--- config.mk ---
export PLATFORM = sky130hd
export DESIGN_NAME = aps_coef_div
export DESIGN_NICKNAME = d
export VERILOG_FILES = /design/src/hw/rtl/aps_pkg.sv /design/src/hw/rtl/aps_coef_div.sv
export SDC_FILE = /design/constraint.sdc
export NUM_CORES = 1
export LEC_CHECK = 0
export ABC_AREA = 0
export BUFFER_PORTS_ARGS = -buffer_cell sky130_fd_sc_hd__buf_2
export CORE_ASPECT_RATIO = 1.25
export CORE_MARGIN = 4
export CORE_UTILIZATION = 55
export CTS_BUF_LIST = sky130_fd_sc_hd__clkbuf_16
export DETAILED_ROUTE_END_ITERATION = 10
export PLACE_DENSITY_LB_ADDON = 0.2
export SKIP_LAST_GASP = 1
export SYNTH_ARGS = -nofsm -noshare
export SYNTH_HDL_FRONTEND = slang
export SYNTH_SLANG_ARGS = --single-unit
--- constraint.sdc ---
create_clock -name clk_i -period 2.94 [get_ports clk_i]
set_input_delay 0.441 -clock clk_i [delete_from_list [all_inputs] [get_ports clk_i]]
set_output_delay 0.441 -clock clk_i [all_outputs]
set_load 0.05 [all_outputs]
--- src/hw/rtl/aps_pkg.sv ---
// Shared types and constants for the allpass phaser with sweep.
package aps_pkg;

  localparam int SweepBits = 40;
  localparam int FactorBits = 31;
  localparam int GainBits = 16;
  localparam int CoefBits = 24;
  localparam int MemBits = 32;
  localparam int CfgIdxBits = 3;
  localparam int SampleBits = 24;

  typedef enum logic [CfgIdxBits-1:0] {
    CFG_MIN_SWEEP = 3'd0,
    CFG_MAX_SWEEP = 3'd1,
    CFG_UP_FACTOR = 3'd2,
    CFG_DOWN_FACTOR = 3'd3,
    CFG_FEEDBACK = 3'd4
  } cfg_idx_e;

  typedef struct packed {
    logic signed [SampleBits-1:0] right_in;
    logic signed [SampleBits-1:0] left_in;
  } in_req_t;

  typedef struct packed {
    logic signed [SampleBits-1:0] right_out;
    logic signed [SampleBits-1:0] left_out;
  } out_req_t;

  // Control from the sequencer to the lanes.
  typedef struct packed {
    logic load;
    logic step;
  } lane_ctrl_t;

endpackage

--- src/hw/rtl/aps_coef_div.sv ---
// Restoring divider that forms the allpass coefficient from the sweep.
module aps_coef_div import aps_pkg::*; (
  input  logic                 clk_i,
  input  logic                 rst_ni,
  input  logic                 start_i,
  input  logic [SweepBits-1:0] sweep_i,
  output logic                 done_o,
  output logic [CoefBits-1:0]  coef_o
);

  localparam int NumBits = SweepBits + 1 + 23;
  localparam int CntBits = $clog2(NumBits + 1);

  logic [NumBits-1:0]     num_q;
  logic [SweepBits+1:0]   den_q;
  logic [SweepBits+1:0]   rem_q;
  logic [CntBits-1:0]     cnt_q;
  logic                   busy_q;
  logic [SweepBits+2:0]   trial;

  assign trial = {rem_q, num_q[NumBits-1]} - {1'b0, den_q};
  assign coef_o = num_q[CoefBits-1:0];

  always_ff @(posedge clk_i or negedge rst_ni) begin
    if (!rst_ni) begin
      busy_q <= 1'b0;
      done_o <= 1'b0;
      cnt_q <= '0;
    end else begin
      done_o <= 1'b0;
      if (start_i) begin
        busy_q <= 1'b1;
        cnt_q <= CntBits'(NumBits);
      end else if (busy_q) begin
        cnt_q <= cnt_q - 1'b1;
        if (cnt_q == CntBits'(1)) begin
          busy_q <= 1'b0;
          done_o <= 1'b1;
        end
      end
    end
  end

  always_ff @(posedge clk_i) begin
    if (start_i) begin
      num_q <= {({1'b1, {SweepBits{1'b0}}} - {1'b0, sweep_i}), 23'd0};
      den_q <= {1'b0, ({1'b1, {SweepBits{1'b0}}} + {1'b0, sweep_i})};
      rem_q <= '0;
    end else if (busy_q) begin
      if (!trial[SweepBits+2]) begin
        rem_q <= trial[SweepBits+1:0];
        num_q <= {num_q[NumBits-2:0], 1'b1};
      end else begin
        rem_q <= {rem_q[SweepBits:0], num_q[NumBits-1]};
        num_q <= {num_q[NumBits-2:0], 1'b0};
      end
    end
  end

endmodule

==> metrics, run 1 <==
Port Buffers=67; reg2reg path depth=11; worst hold path endpoint=den_q[35]$_DFFE_PP_; Most used DFF post-synth=edfxtp_1; total core area=16330 um^2; H-tree Lvls=4; area of the die=18950 um^2; Yosys Warn Count=0; Initial Util=56.57%; crit-path cells=inv_1 > ha_4 > nand4_4 > nor4_4 > nand2_1 > or4_4 > o211a_4 > xnor2_4 > buf_6 > mux2_4 > a211oi_2; chip width=123.9 um; Worst-Margin Slew=1.107 ns; CP max stage delay=0.42 ns; cells after synthesis=952; GRT Overall Usage=24.34%; worst hold start=sweep_i[35]; Routed Antenna Nets=0; DR vias/cell=5.782; Initial DRT Pass Iterations=5; # DRC=0; peak supply drop=0.5491 mV; Slew HR=26.05%; CTS buffer count=17; CTS clock-pin slew for the worst setup and hold paths=0.07 ns; Final Hold Vio Count=0; FMAX=341.5 MHz; Syn-to-layout area delta=23.00%; final period utilization=99.60%; GR Overflow Total=0; initial drt markers=485; initial antenna violation count=0; Placed Cells=1270; fin cells=1308; Setup CP Type=flip-flop to flip-flop; area of the multi-input gates=5085 um^2; endpoint type of the worst setup path=flip-flop; post-synthesis cell area=9238 um^2; Crit path required time=3.29 ns; HPWL Detailed=15980 um; post-synthesis sequential area ratio=42.86%; Net Count, Synth=1039; RSZ-0062 raised after global routing=yes; Core Util, Final=69.58%; pwr/cell area=909.2 nW/um^2; clock sink count=155; Unique masters post-synth=72; antenna cells=0; Die H=152.9 um; clock tree buffer depth=2; synthesized area per cell=9.703 um^2; routed via count=7563; leakage=4.853 nW; Seq cells post-synth=155; largest net degree at the start of global routing=71; Synth area leader=edfxtp_1; arrival time at the worst endpoint=3.28 ns; top post-synthesis cells by area=edfxtp_1 (26%), dfxtp_1 (14%), mux2i_1 (5.9%); Clock Tree Root=clkbuf_16; Reg-to-Reg End=rem_q[0]$_SDFFE_PP0P_; placer congestion estimate=0.8936; total of max-cap violations=0; FF/Latch Area=3963 um^2; startpoint type of the worst setup path=flip-flop; Top Ports=68; filler instances=1244; vias in the first global route=7541; fraction of registers with async set/reset=5.806%; outcome=completed; worst skew pair latency=0.43 ns; first-pass GRT wire length=37040 um; Final setup viols=0; Routed WL=22780 um; CP max-delay cell=or4_4; NumNets Final=1166; register-to-register setup slack=0.01 ns; Clock Skews=0.009935 ns; Worst Hold Depth=1; clock tree from TritonCTS=done; number of flops mapped to enable cells by yosys=81; # rows=52; worst min path class=input port to flip-flop; worst r2r src=den_q[35]$_DFFE_PP_; share of the synthesized area in the top cell type=26.33%; DR WL/cell=17.42 um; Slew Viols, Final=0; share of cells above drive strength 1=24.45%; min Tclk post-route=2.928 ns; Critical Path Fanout Max=6
## where the power goes
| part | total, mW | switching (mW) | leakage, nW | internal [mW] |
|---|---|---|---|---|
| registers | 3.05 | 0.319 | 1.48 | 2.73 |
| logic | 5.10 | 2.60 | 3.09 | 2.50 |
| clock network | 2.18 | 0.986 | 0.283 | 1.20 |
| total | 10.3 | 3.91 | 4.85 | 6.42 |
## state kept, by name, indices dropped and copies added (netlist names)
signal,flops
num_q,64
rem_q,42
den_q,40
cnt_q,7
busy_q,1
done_o,1
## cell usage after synthesis, types with 32 or more instances
| master | count |
|---|---|
| a211oi_1 | 33 |
| a22o_1 | 36 |
| mux2i_1 | 54 |
| a21oi_1 | 52 |
| o21ai_0 | 32 |
| nand2_1 | 66 |
| xnor2_1 | 45 |
| edfxtp_1 | 81 |
| dfxtp_1 | 65 |
| nor2_1 | 106 |
| ha_1 | 43 |
| inv_1 | 56 |
## timing repair
| item | CTS | global route |
|---|---|---|
| endpoints found under the hold margin | 9 | 0 |
| resized for setup | 18 | 57 |
| setup buffers | 1 | 2 |
| pin swaps | 9 | 26 |
| hold buffers | 1 | 0 |
| setup endpoints to repair | 41 | 41 |
| gates cloned | 0 | 2 |
## metal layers
layer | wire length, um | track usage, % | part of all wire, %
met5 | 0 | 0 | 0
met4 | 588 | 7.411 | 2.6
met3 | 843 | 4.362 | 3.7
met2 | 11120 | 39.86 | 49
met1 | 10230 | 32.76 | 45
## placed cells by master, fill, tap and decap left out, types with 36 or more instances in the layout
master and count:
edfxtp_1 81, nor2_1 105, a22o_1 36, mux2i_1 50
xnor2_1 44, inv_1 53, dfxtp_1 65, nand2_1 65
buf_2 66, a21oi_1 49, buf_4 96
## how the worst max path moves through the flow
stage	start	to	slack [ns]	depth (start not counted)
2_1_floorplan	den_q[21]$_DFFE_PP_	rem_q[38]$_SDFFE_PP0P_	0.006	13
3_3_place_gp	sweep_i[0]	num_q[58]$_DFFE_PP_	-0.29	11
3_5_place_dp	sweep_i[1]	num_q[58]$_DFFE_PP_	-0.26	11
4_1_cts	den_q[4]$_DFFE_PP_	rem_q[41]$_SDFFE_PP0P_	-0.01	12
5_1_grt	den_q[0]$_DFFE_PP_	rem_q[19]$_SDFFE_PP0P_	-0.15	12
6_report	den_q[35]$_DFFE_PP_	rem_q[0]$_SDFFE_PP0P_	0.01	11
## area by class of cell
| class | instances | share of cell area, % |
|---|---|---|
| multi-input cells | 674 | 44.75 |
| flip-flops and latches | 155 | 34.88 |
| repair buffers | 175 | 11.03 |
| clock buffers | 17 | 3.744 |
| well taps | 216 | 2.379 |
| inverters | 56 | 1.850 |
| clock inverters | 15 | 1.365 |
## through the flow
stage          hold slack, ns  setup TNS (ns)  worst slack, ns  cell area, um^2  power (mW)
6_report               0.2276               0          0.01162            11360       10.33
5_1_grt                0.2183          -2.826          -0.1499            11360       10.97
4_1_cts                0.2125        -0.01096         -0.01096            11020       9.814
3_5_place_dp           0.3062          -3.696          -0.2634            10320       7.460
3_3_place_gp           0.3012          -1.944          -0.2873            10320       7.398
2_1_floorplan          0.1454               0         0.006482             9309       6.086
## critical path: cells and delay by family, from the launching register on
kind	cells	cell delay (ns)
AND/OR/NAND/NOR	4	0.99
AO/OA/AOI/OAI	2	0.47
flip-flops	1	0.34
multiplexers	1	0.31
adder cells (fa/ha/maj)	1	0.29
buffers and inverters	2	0.28
XOR/XNOR	1	0.17
## logic make-up (layout without fill, tap and decap cells)
| group | Yosys count | in the layout | share of synthesized area, % |
|---|---|---|---|
| buffers and inverters | 123 | 263 | 6.325 |
| AND/OR/NAND/NOR | 261 | 261 | 13.37 |
| adder cells (fa/ha/maj) | 44 | 44 | 6.041 |
| flip-flops | 155 | 155 | 42.86 |
| multiplexers | 56 | 56 | 6.095 |
| XOR/XNOR | 76 | 76 | 7.409 |
| AO/OA/AOI/OAI | 237 | 237 | 17.91 |
No activity file was read; power rests on OpenSTA's default activity.
==> inputs of run 2 (changes only) <==
==> constraint.sdc (replaced) <==
create_clock -name clk_i -period 2.4 [get_ports clk_i]
set_input_delay 0.36 -clock clk_i [delete_from_list [all_inputs] [get_ports clk_i]]
set_output_delay 0.36 -clock clk_i [all_outputs]
set_load 0.05 [all_outputs]
==> run 2 against run 1 <==
Net effect: the run now ends with setup timing left; first-iteration DRC count rose by 21%; non-clock buffer count rose by 128; critical path depth did not move; sequential power rose by 21%; routed wire length rose by 14%; die area did not move; sequential cell count did not move; power rose by 34%; largest power group unchanged.
==> metrics, run 2 (same netlist as run 1, synthesis figures left out) <==
outcome=complete, but fails checks; failing checks=setup timing; Final Hold Vio Count=0; total power=13.80 mW; chip width=123.9 um; routed via count=8273; clock sink count=155; Final setup viols=47; Largest regs=num_q x64, rem_q x42, den_q x40; startpoint type of the worst setup path=flip-flop; # DRC=0; Core Util, Final=76.71%; area of the die=18950 um^2; Die H=152.9 um; Worst-Margin Slew=0.7330 ns; vias in the first global route=8475; FMAX=331.4 MHz; share of cells above drive strength 1=34.10%; worst skew pair latency=0.43 ns; Initial DRT Pass Iterations=6; Crit path required time=2.75 ns; most frequent cells in the layout=buf_4 (224), nor2_1 (101), edfxtp_1 (81), dfxtp_1 (65), buf_2 (63); GRT Overall Usage=27.04%; DR vias/cell=5.761; filler instances=1061; DR WL/cell=18.13 um; initial antenna violation count=0; antenna cells=0; Biggest register=num_q; endpoint type of the worst setup path=flip-flop; CTS clock-pin slew for the worst setup and hold paths=0.07 ns; CTS buffer count=17; hold slack=0.1389 ns; Slew Viols, Final=0; clock tree buffer depth=2; Port Buffers=67; FF/Latch Area=3963 um^2; GR Overflow Total=0; worst min path class=input port to flip-flop; arrival time at the worst endpoint=3.37 ns; final period utilization=125.7%; H-tree Lvls=4; Setup CP Type=flip-flop to flip-flop; # rows=52; largest net degree at the start of global routing=62; pwr/cell area=1102 nW/um^2; RSZ-0062 raised after global routing=yes; most common cell after layout, fill and taps aside=buf_4; Syn-to-layout area delta=35.61%; Slew HR=49.87%; first-pass GRT wire length=41140 um; Initial Util=56.57%; HPWL Detailed=17660 um; Routed Antenna Nets=0; total of max-cap violations=0; initial drt markers=586; Critical Path Fanout Max=7; Top Ports=68; Clock Skews=0.01102 ns; peak supply drop=0.5952 mV; NumNets Final=1294; area of the multi-input gates=5192 um^2; min Tclk post-route=3.018 ns; Routed WL=26040 um; Final WS setup=-0.6175 ns; placer congestion estimate=0.9075; clock tree from TritonCTS=done; total core area=16330 um^2; Largest register FFs=64; Clock Tree Root=clkbuf_16; leakage=5.576 nW
-- run 2: cell count changes in the layout (fill, tap and decap cells not counted), sizes merged --
| cell | change |
|---|---|
| buf | +128 |
| bufinv | -1 |
| clkinv | +2 |
| clkinvlp | -2 |
| inv | +1 |
-- run 2: area by class of cell --
class	instances	area share, %
clock buffers	17	3.396
repair buffers	303	18.16
inverters	56	1.818
flip-flops and latches	155	31.63
multi-input cells	674	41.45
well taps	216	2.157
clock inverters	15	1.388
-- run 2: per-layer routing --
metal  GRT usage, %  vias up  wire length, um
li1               -     3956                -
met1          34.46     3962            10730
met2          45.11      289            13190
met3          4.843       66             1364
met4          10.80        0              755
met5              0        -                0
-- run 2: where the power goes --
part           leakage (nW)  internal (mW)  switching (mW)  total, mW
registers              1.48           3.34           0.354       3.69
clock network         0.293           1.41            1.30       2.71
logic                  3.80           3.79            3.61       7.40
-- run 2: path summary, 6_finish.rpt --
kind | end | cells after the start | start | slack, ns
worst max-delay path | rem_q[39]$_SDFFE_PP0P_ | 11 | den_q[19]$_DFFE_PP_ | -0.62
worst min register to register | rem_q[34]$_SDFFE_PP0P_ | 2 | rem_q[34]$_SDFFE_PP0P_ | 0.52
min in group asynchronous | cnt_q[2]$_DFFE_PN0P_ | 2 | rst_ni | 0.32
worst max register to register | rem_q[39]$_SDFFE_PP0P_ | 11 | den_q[19]$_DFFE_PP_ | -0.62
worst min-delay path | den_q[38]$_DFFE_PP_ | 1 | sweep_i[38] | 0.14
max in group asynchronous | busy_q$_DFF_PN0_ | 2 | rst_ni | 1.88
-- run 2: worst max-delay path, cell delays in order (launching register included) --
cell and delay [ns]:
edfxtp_1 0.34, inv_1 0.05, ha_1 0.29, nand4_1 0.15
or3_4 0.37, or4_4 0.54, o211a_4 0.29, xnor2_4 0.19
buf_8 0.19, o221ai_2 0.10, o32a_1 0.32, o22ai_1 0.12
-- run 2: through the flow --
stage	setup WS (ns)	TNS, ns	instances	area, um^2
after global routing	-0.7444	-28.91	1436	12530
after detailed placement	-0.6744	-33.23	1383	11290
after CTS	-0.5191	-20.25	1429	12180
after global placement	-0.6508	-30.35	1383	11290
after floorplan	-0.4821	-19.73	952	9449
final	-0.6175	-23.70	1436	12530
-- run 2: timing repair --
item / 4_1_cts / 5_1_grt
endpoints found under the hold margin: 9 / 0
setup buffers: 12 / 5
hold buffers: 1 / 0
endpoints found under the setup margin: 52 / 53
pin swaps: 18 / 26
gates cloned: 1 / 2
resized for setup: 39 / 52
